$ cat src/rtl/aopb_pkg.sv
// Shared types and constants for the alpha-over pixel blend pipeline.
`default_nettype none

package aopb_pkg;

    localparam int CHAN_W  = 8;
    localparam int NUM_CH  = 3;
    localparam int DEN_W   = 16;
    localparam int PROD_W  = 24;
    localparam int NUM_W   = 25;
    localparam int PIX_W   = 32;
    localparam int AX_W    = 17;
    localparam int QUO_W   = 8;

    localparam logic [CHAN_W-1:0] FULL     = 8'd255;
    localparam logic [DEN_W-1:0]  FULL_SQ  = 16'd65025;
    localparam logic [CHAN_W-1:0] HALF     = 8'd127;

    typedef logic [CHAN_W-1:0] chan_t;
    typedef logic [DEN_W-1:0]  den_t;
    typedef logic [PROD_W-1:0] prod_t;
    typedef logic [NUM_W-1:0]  num_t;
    typedef logic [PIX_W-1:0]  pix_t;

    // after clamp and alpha math
    typedef struct packed {
        logic                     pass;
        pix_t                     dest;
        den_t                     den;
        den_t                     t;
        chan_t [NUM_CH-1:0]       sc;
        chan_t [NUM_CH-1:0]       dc;
    } prep_t;

    // after the colour products
    typedef struct packed {
        logic                     pass;
        pix_t                     dest;
        den_t                     den;
        logic [AX_W-1:0]          ax;
        chan_t                    aq0;
        prod_t [NUM_CH-1:0]       p1;
        prod_t [NUM_CH-1:0]       p2;
    } prod_stage_t;

    // divider pipeline word
    typedef struct packed {
        logic                     pass;
        pix_t                     dest;
        chan_t                    abyte;
        den_t                     den;
        num_t  [NUM_CH-1:0]       rem;
        chan_t [NUM_CH-1:0]       quo;
        logic  [NUM_CH-1:0]       sat;
    } div_t;

endpackage

`default_nettype wire

$ cat src/rtl/aopb_prep.sv
// Stage 1: source colour clamp, scaled output alpha and destination weight.
`default_nettype none

module aopb_prep (
    input  wire logic            aclk,
    input  wire logic            aresetn,
    input  wire logic            in_valid,
    output logic                 in_ready,
    input  wire aopb_pkg::pix_t  src,
    input  wire aopb_pkg::pix_t  dst,
    output logic                 out_valid,
    input  wire logic            out_ready,
    output aopb_pkg::prep_t      out_data
);
    import aopb_pkg::*;

    chan_t sa;
    chan_t da;
    chan_t inv_sa;
    den_t  sa_full;
    prep_t data_next;
    prep_t data_reg;
    logic  vld_reg;

    always_comb begin
        sa      = src[PIX_W-1 -: CHAN_W];
        da      = dst[PIX_W-1 -: CHAN_W];
        inv_sa  = FULL - sa;
        sa_full = {sa, CHAN_W'(0)} - DEN_W'(sa);

        data_next.pass = (sa == '0);
        data_next.dest = dst;
        data_next.t    = DEN_W'(da) * DEN_W'(inv_sa);
        data_next.den  = sa_full + data_next.t;
        for (int c = 0; c < NUM_CH; c++) begin
            data_next.sc[c] = (src[c*CHAN_W +: CHAN_W] > sa) ? sa : src[c*CHAN_W +: CHAN_W];
            data_next.dc[c] = dst[c*CHAN_W +: CHAN_W];
        end
    end

    assign in_ready = !vld_reg || out_ready;

    always_ff @(posedge aclk) begin
        if (!aresetn) begin
            vld_reg <= 1'b0;
        end else if (in_ready) begin
            vld_reg <= in_valid;
        end
    end

    always_ff @(posedge aclk) begin
        if (in_ready && in_valid) begin
            data_reg <= data_next;
        end
    end

    assign out_valid = vld_reg;
    assign out_data  = data_reg;

endmodule

`default_nettype wire

$ cat src/rtl/aopb_mul.sv
// Stages 2 and 3: colour products, rounded numerators, saturation check, alpha byte.
`default_nettype none

module aopb_mul (
    input  wire logic            aclk,
    input  wire logic            aresetn,
    input  wire logic            in_valid,
    output logic                 in_ready,
    input  wire aopb_pkg::prep_t in_data,
    output logic                 out_valid,
    input  wire logic            out_ready,
    output aopb_pkg::div_t       out_data
);
    import aopb_pkg::*;

    prod_stage_t     prod_next;
    prod_stage_t     prod_reg;
    logic            prod_vld_reg;
    logic            prod_ready;
    logic [AX_W-1:0] ax_sum;
    logic [AX_W-1:0] ax_rem;
    div_t            sum_next;
    div_t            sum_reg;
    logic            sum_vld_reg;
    num_t            n_c;

    // products; alpha byte estimate (x*257)>>16, at most one short of x/255
    always_comb begin
        prod_next.pass = in_data.pass;
        prod_next.dest = in_data.dest;
        prod_next.den  = in_data.den;
        prod_next.ax   = AX_W'(in_data.den) + AX_W'(HALF);
        ax_sum         = prod_next.ax + (prod_next.ax >> CHAN_W);
        prod_next.aq0  = ax_sum[2*CHAN_W-1:CHAN_W];
        for (int c = 0; c < NUM_CH; c++) begin
            prod_next.p1[c] = PROD_W'(in_data.sc[c]) * PROD_W'(FULL_SQ);
            prod_next.p2[c] = PROD_W'(in_data.dc[c]) * PROD_W'(in_data.t);
        end
    end

    assign in_ready = !prod_vld_reg || prod_ready;

    always_ff @(posedge aclk) begin
        if (!aresetn) begin
            prod_vld_reg <= 1'b0;
        end else if (in_ready) begin
            prod_vld_reg <= in_valid;
        end
    end

    always_ff @(posedge aclk) begin
        if (in_ready && in_valid) begin
            prod_reg <= prod_next;
        end
    end

    // numerator sums, overflow test against den*256, alpha correction
    always_comb begin
        n_c            = '0;
        ax_rem         = prod_reg.ax - (AX_W'({prod_reg.aq0, CHAN_W'(0)}) - AX_W'(prod_reg.aq0));
        sum_next.pass  = prod_reg.pass;
        sum_next.dest  = prod_reg.dest;
        sum_next.den   = prod_reg.den;
        sum_next.abyte = (ax_rem >= AX_W'(FULL)) ? (prod_reg.aq0 + CHAN_W'(1)) : prod_reg.aq0;
        for (int c = 0; c < NUM_CH; c++) begin
            n_c = NUM_W'(prod_reg.p1[c]) + NUM_W'(prod_reg.p2[c])
                + NUM_W'(prod_reg.den >> 1);
            sum_next.rem[c] = n_c;
            sum_next.quo[c] = '0;
            sum_next.sat[c] = (n_c >= (NUM_W'(prod_reg.den) << QUO_W));
        end
    end

    assign prod_ready = !sum_vld_reg || out_ready;

    always_ff @(posedge aclk) begin
        if (!aresetn) begin
            sum_vld_reg <= 1'b0;
        end else if (prod_ready) begin
            sum_vld_reg <= prod_vld_reg;
        end
    end

    always_ff @(posedge aclk) begin
        if (prod_ready && prod_vld_reg) begin
            sum_reg <= sum_next;
        end
    end

    assign out_valid = sum_vld_reg;
    assign out_data  = sum_reg;

endmodule

`default_nettype wire

$ cat src/rtl/aopb_div_step.sv
// One restoring-division stage: resolves one quotient bit for all three colours.
`default_nettype none

module aopb_div_step #(
    parameter int BIT = 7
) (
    input  wire logic           aclk,
    input  wire logic           aresetn,
    input  wire logic           in_valid,
    output logic                in_ready,
    input  wire aopb_pkg::div_t in_data,
    output logic                out_valid,
    input  wire logic           out_ready,
    output aopb_pkg::div_t      out_data
);
    import aopb_pkg::*;

    num_t trial;
    div_t data_next;
    div_t data_reg;
    logic vld_reg;

    always_comb begin
        trial     = NUM_W'(in_data.den) << BIT;
        data_next = in_data;
        for (int c = 0; c < NUM_CH; c++) begin
            if (in_data.rem[c] >= trial) begin
                data_next.rem[c]      = in_data.rem[c] - trial;
                data_next.quo[c][BIT] = 1'b1;
            end
        end
    end

    assign in_ready = !vld_reg || out_ready;

    always_ff @(posedge aclk) begin
        if (!aresetn) begin
            vld_reg <= 1'b0;
        end else if (in_ready) begin
            vld_reg <= in_valid;
        end
    end

    always_ff @(posedge aclk) begin
        if (in_ready && in_valid) begin
            data_reg <= data_next;
        end
    end

    assign out_valid = vld_reg;
    assign out_data  = data_reg;

endmodule

`default_nettype wire

$ cat src/rtl/alpha_over_pixel_blend_core.sv
// Top level: Porter-Duff "over" compositing of ARGB8888 pixels, one word per clock while m_ready is high.
//
// Channels: s_ (valid/ready) carries s_source_pixel (premultiplied ARGB, colours
// clamped to alpha here) and s_dest_pixel (straight ARGB). m_ (valid/ready)
// carries m_blended_pixel (straight ARGB). A word is taken when valid and ready
// are both high on a rising aclk edge.
// Pipeline: 1 prep stage, 2 multiply/sum stages, 8 divider stages (one quotient
// bit each) = 11 registers; a taken word passes through the prep, product, sum
// and divider registers in that order before it reaches m_blended_pixel.
// Throughput: one word per clock while m_ready is high; set by the fully pipelined bit-per-stage divider.
// Stall: each stage holds while the next is full; bubbles are squeezed out, so
// s_ready drops only when all 11 stages hold words and m_ready is low. Nothing
// is dropped or duplicated.
// Reset: synchronous, active-low aresetn clears every stage valid bit; the
// pipeline comes out empty with s_ready high.
// Source alpha zero: the destination word passes through unchanged.
// Colour quotients above 255 saturate; the saturation test runs before the divider.
`default_nettype none

module alpha_over_pixel_blend_core (
    input  wire logic           aclk,
    input  wire logic           aresetn,
    input  wire logic           s_valid,
    output logic                s_ready,
    input  wire aopb_pkg::pix_t s_source_pixel,
    input  wire aopb_pkg::pix_t s_dest_pixel,
    output logic                m_valid,
    input  wire logic           m_ready,
    output aopb_pkg::pix_t      m_blended_pixel
);
    import aopb_pkg::*;

    localparam int NSTEP = QUO_W;

    prep_t prep_data;
    logic  prep_valid;
    logic  prep_ready;

    div_t  div_data  [0:NSTEP];
    logic  div_valid [0:NSTEP];
    logic  div_ready [0:NSTEP];

    div_t  last;
    pix_t  blend_word;

    aopb_prep u_prep (
        .aclk      (aclk),
        .aresetn   (aresetn),
        .in_valid  (s_valid),
        .in_ready  (s_ready),
        .src       (s_source_pixel),
        .dst       (s_dest_pixel),
        .out_valid (prep_valid),
        .out_ready (prep_ready),
        .out_data  (prep_data)
    );

    aopb_mul u_mul (
        .aclk      (aclk),
        .aresetn   (aresetn),
        .in_valid  (prep_valid),
        .in_ready  (prep_ready),
        .in_data   (prep_data),
        .out_valid (div_valid[0]),
        .out_ready (div_ready[0]),
        .out_data  (div_data[0])
    );

    // quotient bits MSB first
    for (genvar g = 0; g < NSTEP; g++) begin : g_div
        aopb_div_step #(
            .BIT (NSTEP - 1 - g)
        ) u_step (
            .aclk      (aclk),
            .aresetn   (aresetn),
            .in_valid  (div_valid[g]),
            .in_ready  (div_ready[g]),
            .in_data   (div_data[g]),
            .out_valid (div_valid[g+1]),
            .out_ready (div_ready[g+1]),
            .out_data  (div_data[g+1])
        );
    end

    assign last             = div_data[NSTEP];
    assign div_ready[NSTEP] = m_ready;
    assign m_valid          = div_valid[NSTEP];

    // final word: pass-through or {alpha, saturated colours}
    always_comb begin
        blend_word = '0;
        blend_word[PIX_W-1 -: CHAN_W] = last.abyte;
        for (int c = 0; c < NUM_CH; c++) begin
            blend_word[c*CHAN_W +: CHAN_W] = last.sat[c] ? FULL : last.quo[c];
        end
    end

    assign m_blended_pixel = last.pass ? last.dest : blend_word;

    // a blended word with nonzero source alpha always has nonzero output alpha
    a_alpha_nonzero: assert property (@(posedge aclk) disable iff (!aresetn)
        (m_valid && !last.pass) |-> (last.abyte != '0))
        else $error("blend: output alpha zero with nonzero source alpha");

    // unsaturated quotients leave a remainder below the divisor
    a_rem_bound: assert property (@(posedge aclk) disable iff (!aresetn)
        (m_valid && !last.pass) |->
            ((last.sat[0] || (last.rem[0] < NUM_W'(last.den))) &&
             (last.sat[1] || (last.rem[1] < NUM_W'(last.den))) &&
             (last.sat[2] || (last.rem[2] < NUM_W'(last.den)))))
        else $error("blend: divider remainder out of range");

    // input stalls only when the prep, sum and last divider stages are full and the output is blocked
    a_stall_full: assert property (@(posedge aclk) disable iff (!aresetn)
        !s_ready |-> (m_valid && !m_ready && prep_valid && div_valid[0]))
        else $error("blend: input stalled with room in pipeline");

endmodule

`default_nettype wire
$ cat config.mk
export PLATFORM = sky130hd
export DESIGN_NAME = alpha_over_pixel_blend_core
export DESIGN_NICKNAME = d
export VERILOG_FILES = /design/src/rtl/aopb_pkg.sv /design/src/rtl/aopb_prep.sv /design/src/rtl/aopb_mul.sv /design/src/rtl/aopb_div_step.sv /design/src/rtl/alpha_over_pixel_blend_core.sv
export SDC_FILE = /design/constraint.sdc
export NUM_CORES = 2
export LEC_CHECK = 0
export BUFFER_PORTS_ARGS = -buffer_cell sky130_fd_sc_hd__buf_2
export CORE_MARGIN = 3
export CORE_UTILIZATION = 50
export DETAILED_ROUTE_END_ITERATION = 10
export HOLD_SLACK_MARGIN = 0.05
export PLACE_DENSITY = 0.65
export SLEW_MARGIN = 20
export SYNTH_ARGS = -nofsm -noshare
export SYNTH_HDL_FRONTEND = slang
export SYNTH_SLANG_ARGS = --single-unit
export TNS_END_PERCENT = 20
$ cat constraint.sdc
create_clock -name aclk -period 32.5 [get_ports aclk]
set_input_delay 3.25 -clock aclk [delete_from_list [all_inputs] [get_ports aclk]]
set_output_delay 3.25 -clock aclk [all_outputs]
set_load 0.005 [all_outputs]
==> flow_metrics.env <==
export IMPL_status="finished, final reports clean"
export IMPL_cts_resized=0
export IMPL_worst_slew_pin_slew_ns=1.14
export IMPL_grt_most_used_layer="met2"
export IMPL_grt_ovfl_total=0
export IMPL_die_w_microns=442
export IMPL_antenna_left=0
export IMPL_final_setup_tns_ns=0
export IMPL_cts_root_buf="clkbuf_16"
export IMPL_cts_path_max_buffers=3
export IMPL_path_max_fanout=6
export IMPL_vias_per_cell=5.59
export IMPL_postCtsHoldBufs=0
export IMPL_netlist_instances=8098
export IMPL_core_area_sq_mm=0.189
export IMPL_grt_pass1_vias=61300
export IMPL_vdd_ir_drop_max_mv=0.210
export IMPL_cp_arrival_ns=5.45
export IMPL_synth_common_cells="1533 x edfxtp_1, 894 x ha_1, 805 x inv_1"
export IMPL_synthToLayoutAreaGrowth_pct=9.79
export IMPL_grtUsageTotal=0.243
export IMPL_yosys_warnings=0
export IMPL_rsz0062_at_grt="no"
export IMPL_initial_utilization=0.505
export IMPL_grt_first_pass_wirelength_microns=364000
export IMPL_ios=102
export IMPL_cellLeakagePower_nw=41.9
export IMPL_hpwl_microns=187000
export IMPL_skew_ns=0.0627
export IMPL_worstSkewPairLatency_ns=0.84
export IMPL_relSlewSlack=0.235
export IMPL_antenna_found_initial=11
export IMPL_synth_top_area_frac=0.483
export IMPL_max_cap_viol_count=0
export IMPL_rrSetupSlack_ns=26.37
export IMPL_cts_tree="yes"
export IMPL_drc=0
export IMPL_final_max_slew_viol_count=0
export IMPL_io_buffers=101
export IMPL_synth_cell_types=85
export IMPL_hp_start="g_div[3].u_step.out_data[145]$_DFFE_PP_"
export IMPL_rows=159
export IMPL_post_synth_top_count_cell="edfxtp_1"
export IMPL_grt_util_met2=0.412
export IMPL_numCtsBuffers=166
export IMPL_largest_reg_flops=1097
export IMPL_syn_area_sq_mm=0.0952
export IMPL_die_h_microns=442
export IMPL_r2r_end="u_mul.out_data[0]$_DFFE_PP_"
export IMPL_yosys_area_top_type="edfxtp_1"
export IMPL_wl_microns=237000
export IMPL_crit_path_start_kind="input pin"
export IMPL_timing_worst_setup_path_type="in -> out"
export IMPL_cp_cell_sequence="buf_2, nor2b_1, nand3_1, nor2_1, and2_1, and4_1, nand3_1, buf_2"
export IMPL_fin_crit_sh=0.268
export IMPL_postSynth_asyncResetShare=0
export IMPL_cts_sinks=1544
export IMPL_min_period_ns=8.70
export IMPL_slowest_stage="nor2b_1"
export IMPL_syn_num_nets=9481
export IMPL_synth_seq_area_share=0.486
export IMPL_yosys_register_bits=1544
export IMPL_hold_depth=0
export IMPL_slowest_delay_ns=0.50
export IMPL_wl_per_cell_microns=21.7
export IMPL_timing_hold_violations_final=0
export IMPL_end_kind="output port"
export IMPL_grt_max_degree=82
export IMPL_synth_edf_count=1533
export IMPL_ys_flop_type="edfxtp_1"
export IMPL_rr_worst_depth=23
export IMPL_r2r_start="u_mul.prod_reg[171]$_DFFE_PP_"
export IMPL_setup_violations=0
export IMPL_first_pass_iters=5
export IMPL_detail_route_iter0_violations=4209
export IMPL_worstPathRequired_ns=29.25
export IMPL_fmax_mhz=115
export IMPL_worstHoldPathType="reg -> reg"
export IMPL_use_met3=0.0324
export IMPL_num_vias=61000
export IMPL_min_to="g_div[4].u_step.out_data[145]$_DFFE_PP_"
export IMPL_gp_congestion=0.922
export IMPL_nets=9662
export IMPL_avgSynthCellArea_sq_um=11.8
export IMPL_postCtsSetupBuffers=0
export IMPL_gr_usage_met1=0.313
export IMPL_final_layout_size_suffix_gt1_frac=0.0642
export IMPL_clk_pin_slew_ns=0.06
export IMPL_htree_levels=4
export IMPL_synth_area_leaders="edfxtp_1 48%, ha_1 12%, fa_1 8.8%, inv_1 3.2%, xnor2_1 3.0%"
export IMPL_p_per_area_mw_per_mm2=106
export IMPL_final_util=0.554
export IMPL_die_area_sq_mm=0.196
-- area by class of cell --
cell class | instances | area, sq um
repair buffers | 156 | 938
flip-flops and latches | 1544 | 46300
clock buffers | 192 | 4250
fillers | 15800 | 84000
well taps | 2495 | 3120
multi-input cells | 5605 | 45600
diodes | 3 | 7.51
inverters | 806 | 3030
clock inverters | 118 | 1410
-- cells in the final DEF, fill, tap and decap left out, types with 209 or more instances in the layout --
| cell | Yosys | routed |
|---|---|---|
| o21ai_0 | 413 | 413 |
| edfxtp_1 | 1533 | 1533 |
| fa_1 | 421 | 421 |
| xnor2_1 | 330 | 330 |
| a21oi_1 | 437 | 435 |
| xor2_1 | 209 | 209 |
| ha_1 | 894 | 894 |
| nor2_1 | 443 | 443 |
| nand2_1 | 670 | 670 |
| inv_1 | 805 | 805 |
-- worst max path at each step --
stage / from / to / slack [ns] / depth (start not counted)
global route: m_ready / s_ready / 23.64 / 8
floorplan: m_ready / u_mul.prod_reg[0]$_DFFE_PP_ / 12.21 / 6
global placement: s_source_pixel[26] / u_prep.out_data[78]$_DFFE_PP_ / 23.26 / 27
finish: m_ready / s_ready / 23.80 / 8
detailed placement: s_source_pixel[26] / u_prep.out_data[78]$_DFFE_PP_ / 23.24 / 27
CTS: m_ready / s_ready / 23.82 / 8
-- cell families after synthesis --
kind of cell	count (synthesis)	share of synthesized area
xor gates and xnor gates	539	0.0496
AOI/OAI and AO/OA	1537	0.101
buffers and inverters	949	0.0377
DFF	1544	0.486
muxes	99	0.0113
adders and majority gates	1315	0.206
and+or+nand+nor	2115	0.109
-- per-layer routing --
metal  vias to the layer above  wire length (microns)
li1                      29300                      -
met1                     29500                  98400
met2                      1724                 115000
met3                       460                  12700
met4                         4                  11600
met5                         -                     23
-- power breakdown --
group,internal (mW),switching (mW)
Sequential,2.69,0.160
Combinational,2.54,3.74
Clock,1.10,0.813
-- metrics by stage --
stage / instance area [sq um] / setup WS, ns / hold slack (ns) / power (mW) / std cells
final: 105000 / 23.80 / 0.397 / 11.1 / 10900
after detailed placement: 98900 / 23.24 / 0.405 / 9.13 / 10600
after floorplan: 95200 / 12.21 / 0.400 / 7.32 / 8098
after global routing: 105000 / 23.64 / 0.406 / 12.0 / 10900
after global placement: 98900 / 23.26 / 0.401 / 9.06 / 10600
after CTS: 105000 / 23.82 / 0.399 / 11.1 / 10900
-- worst max-delay path, delay by kind of cell --
family	cells	cell delay [ns]
AND/OR/NAND/NOR	6	1.94
buffers and inverters	2	0.26
No activity file was read; power rests on OpenSTA's default activity.
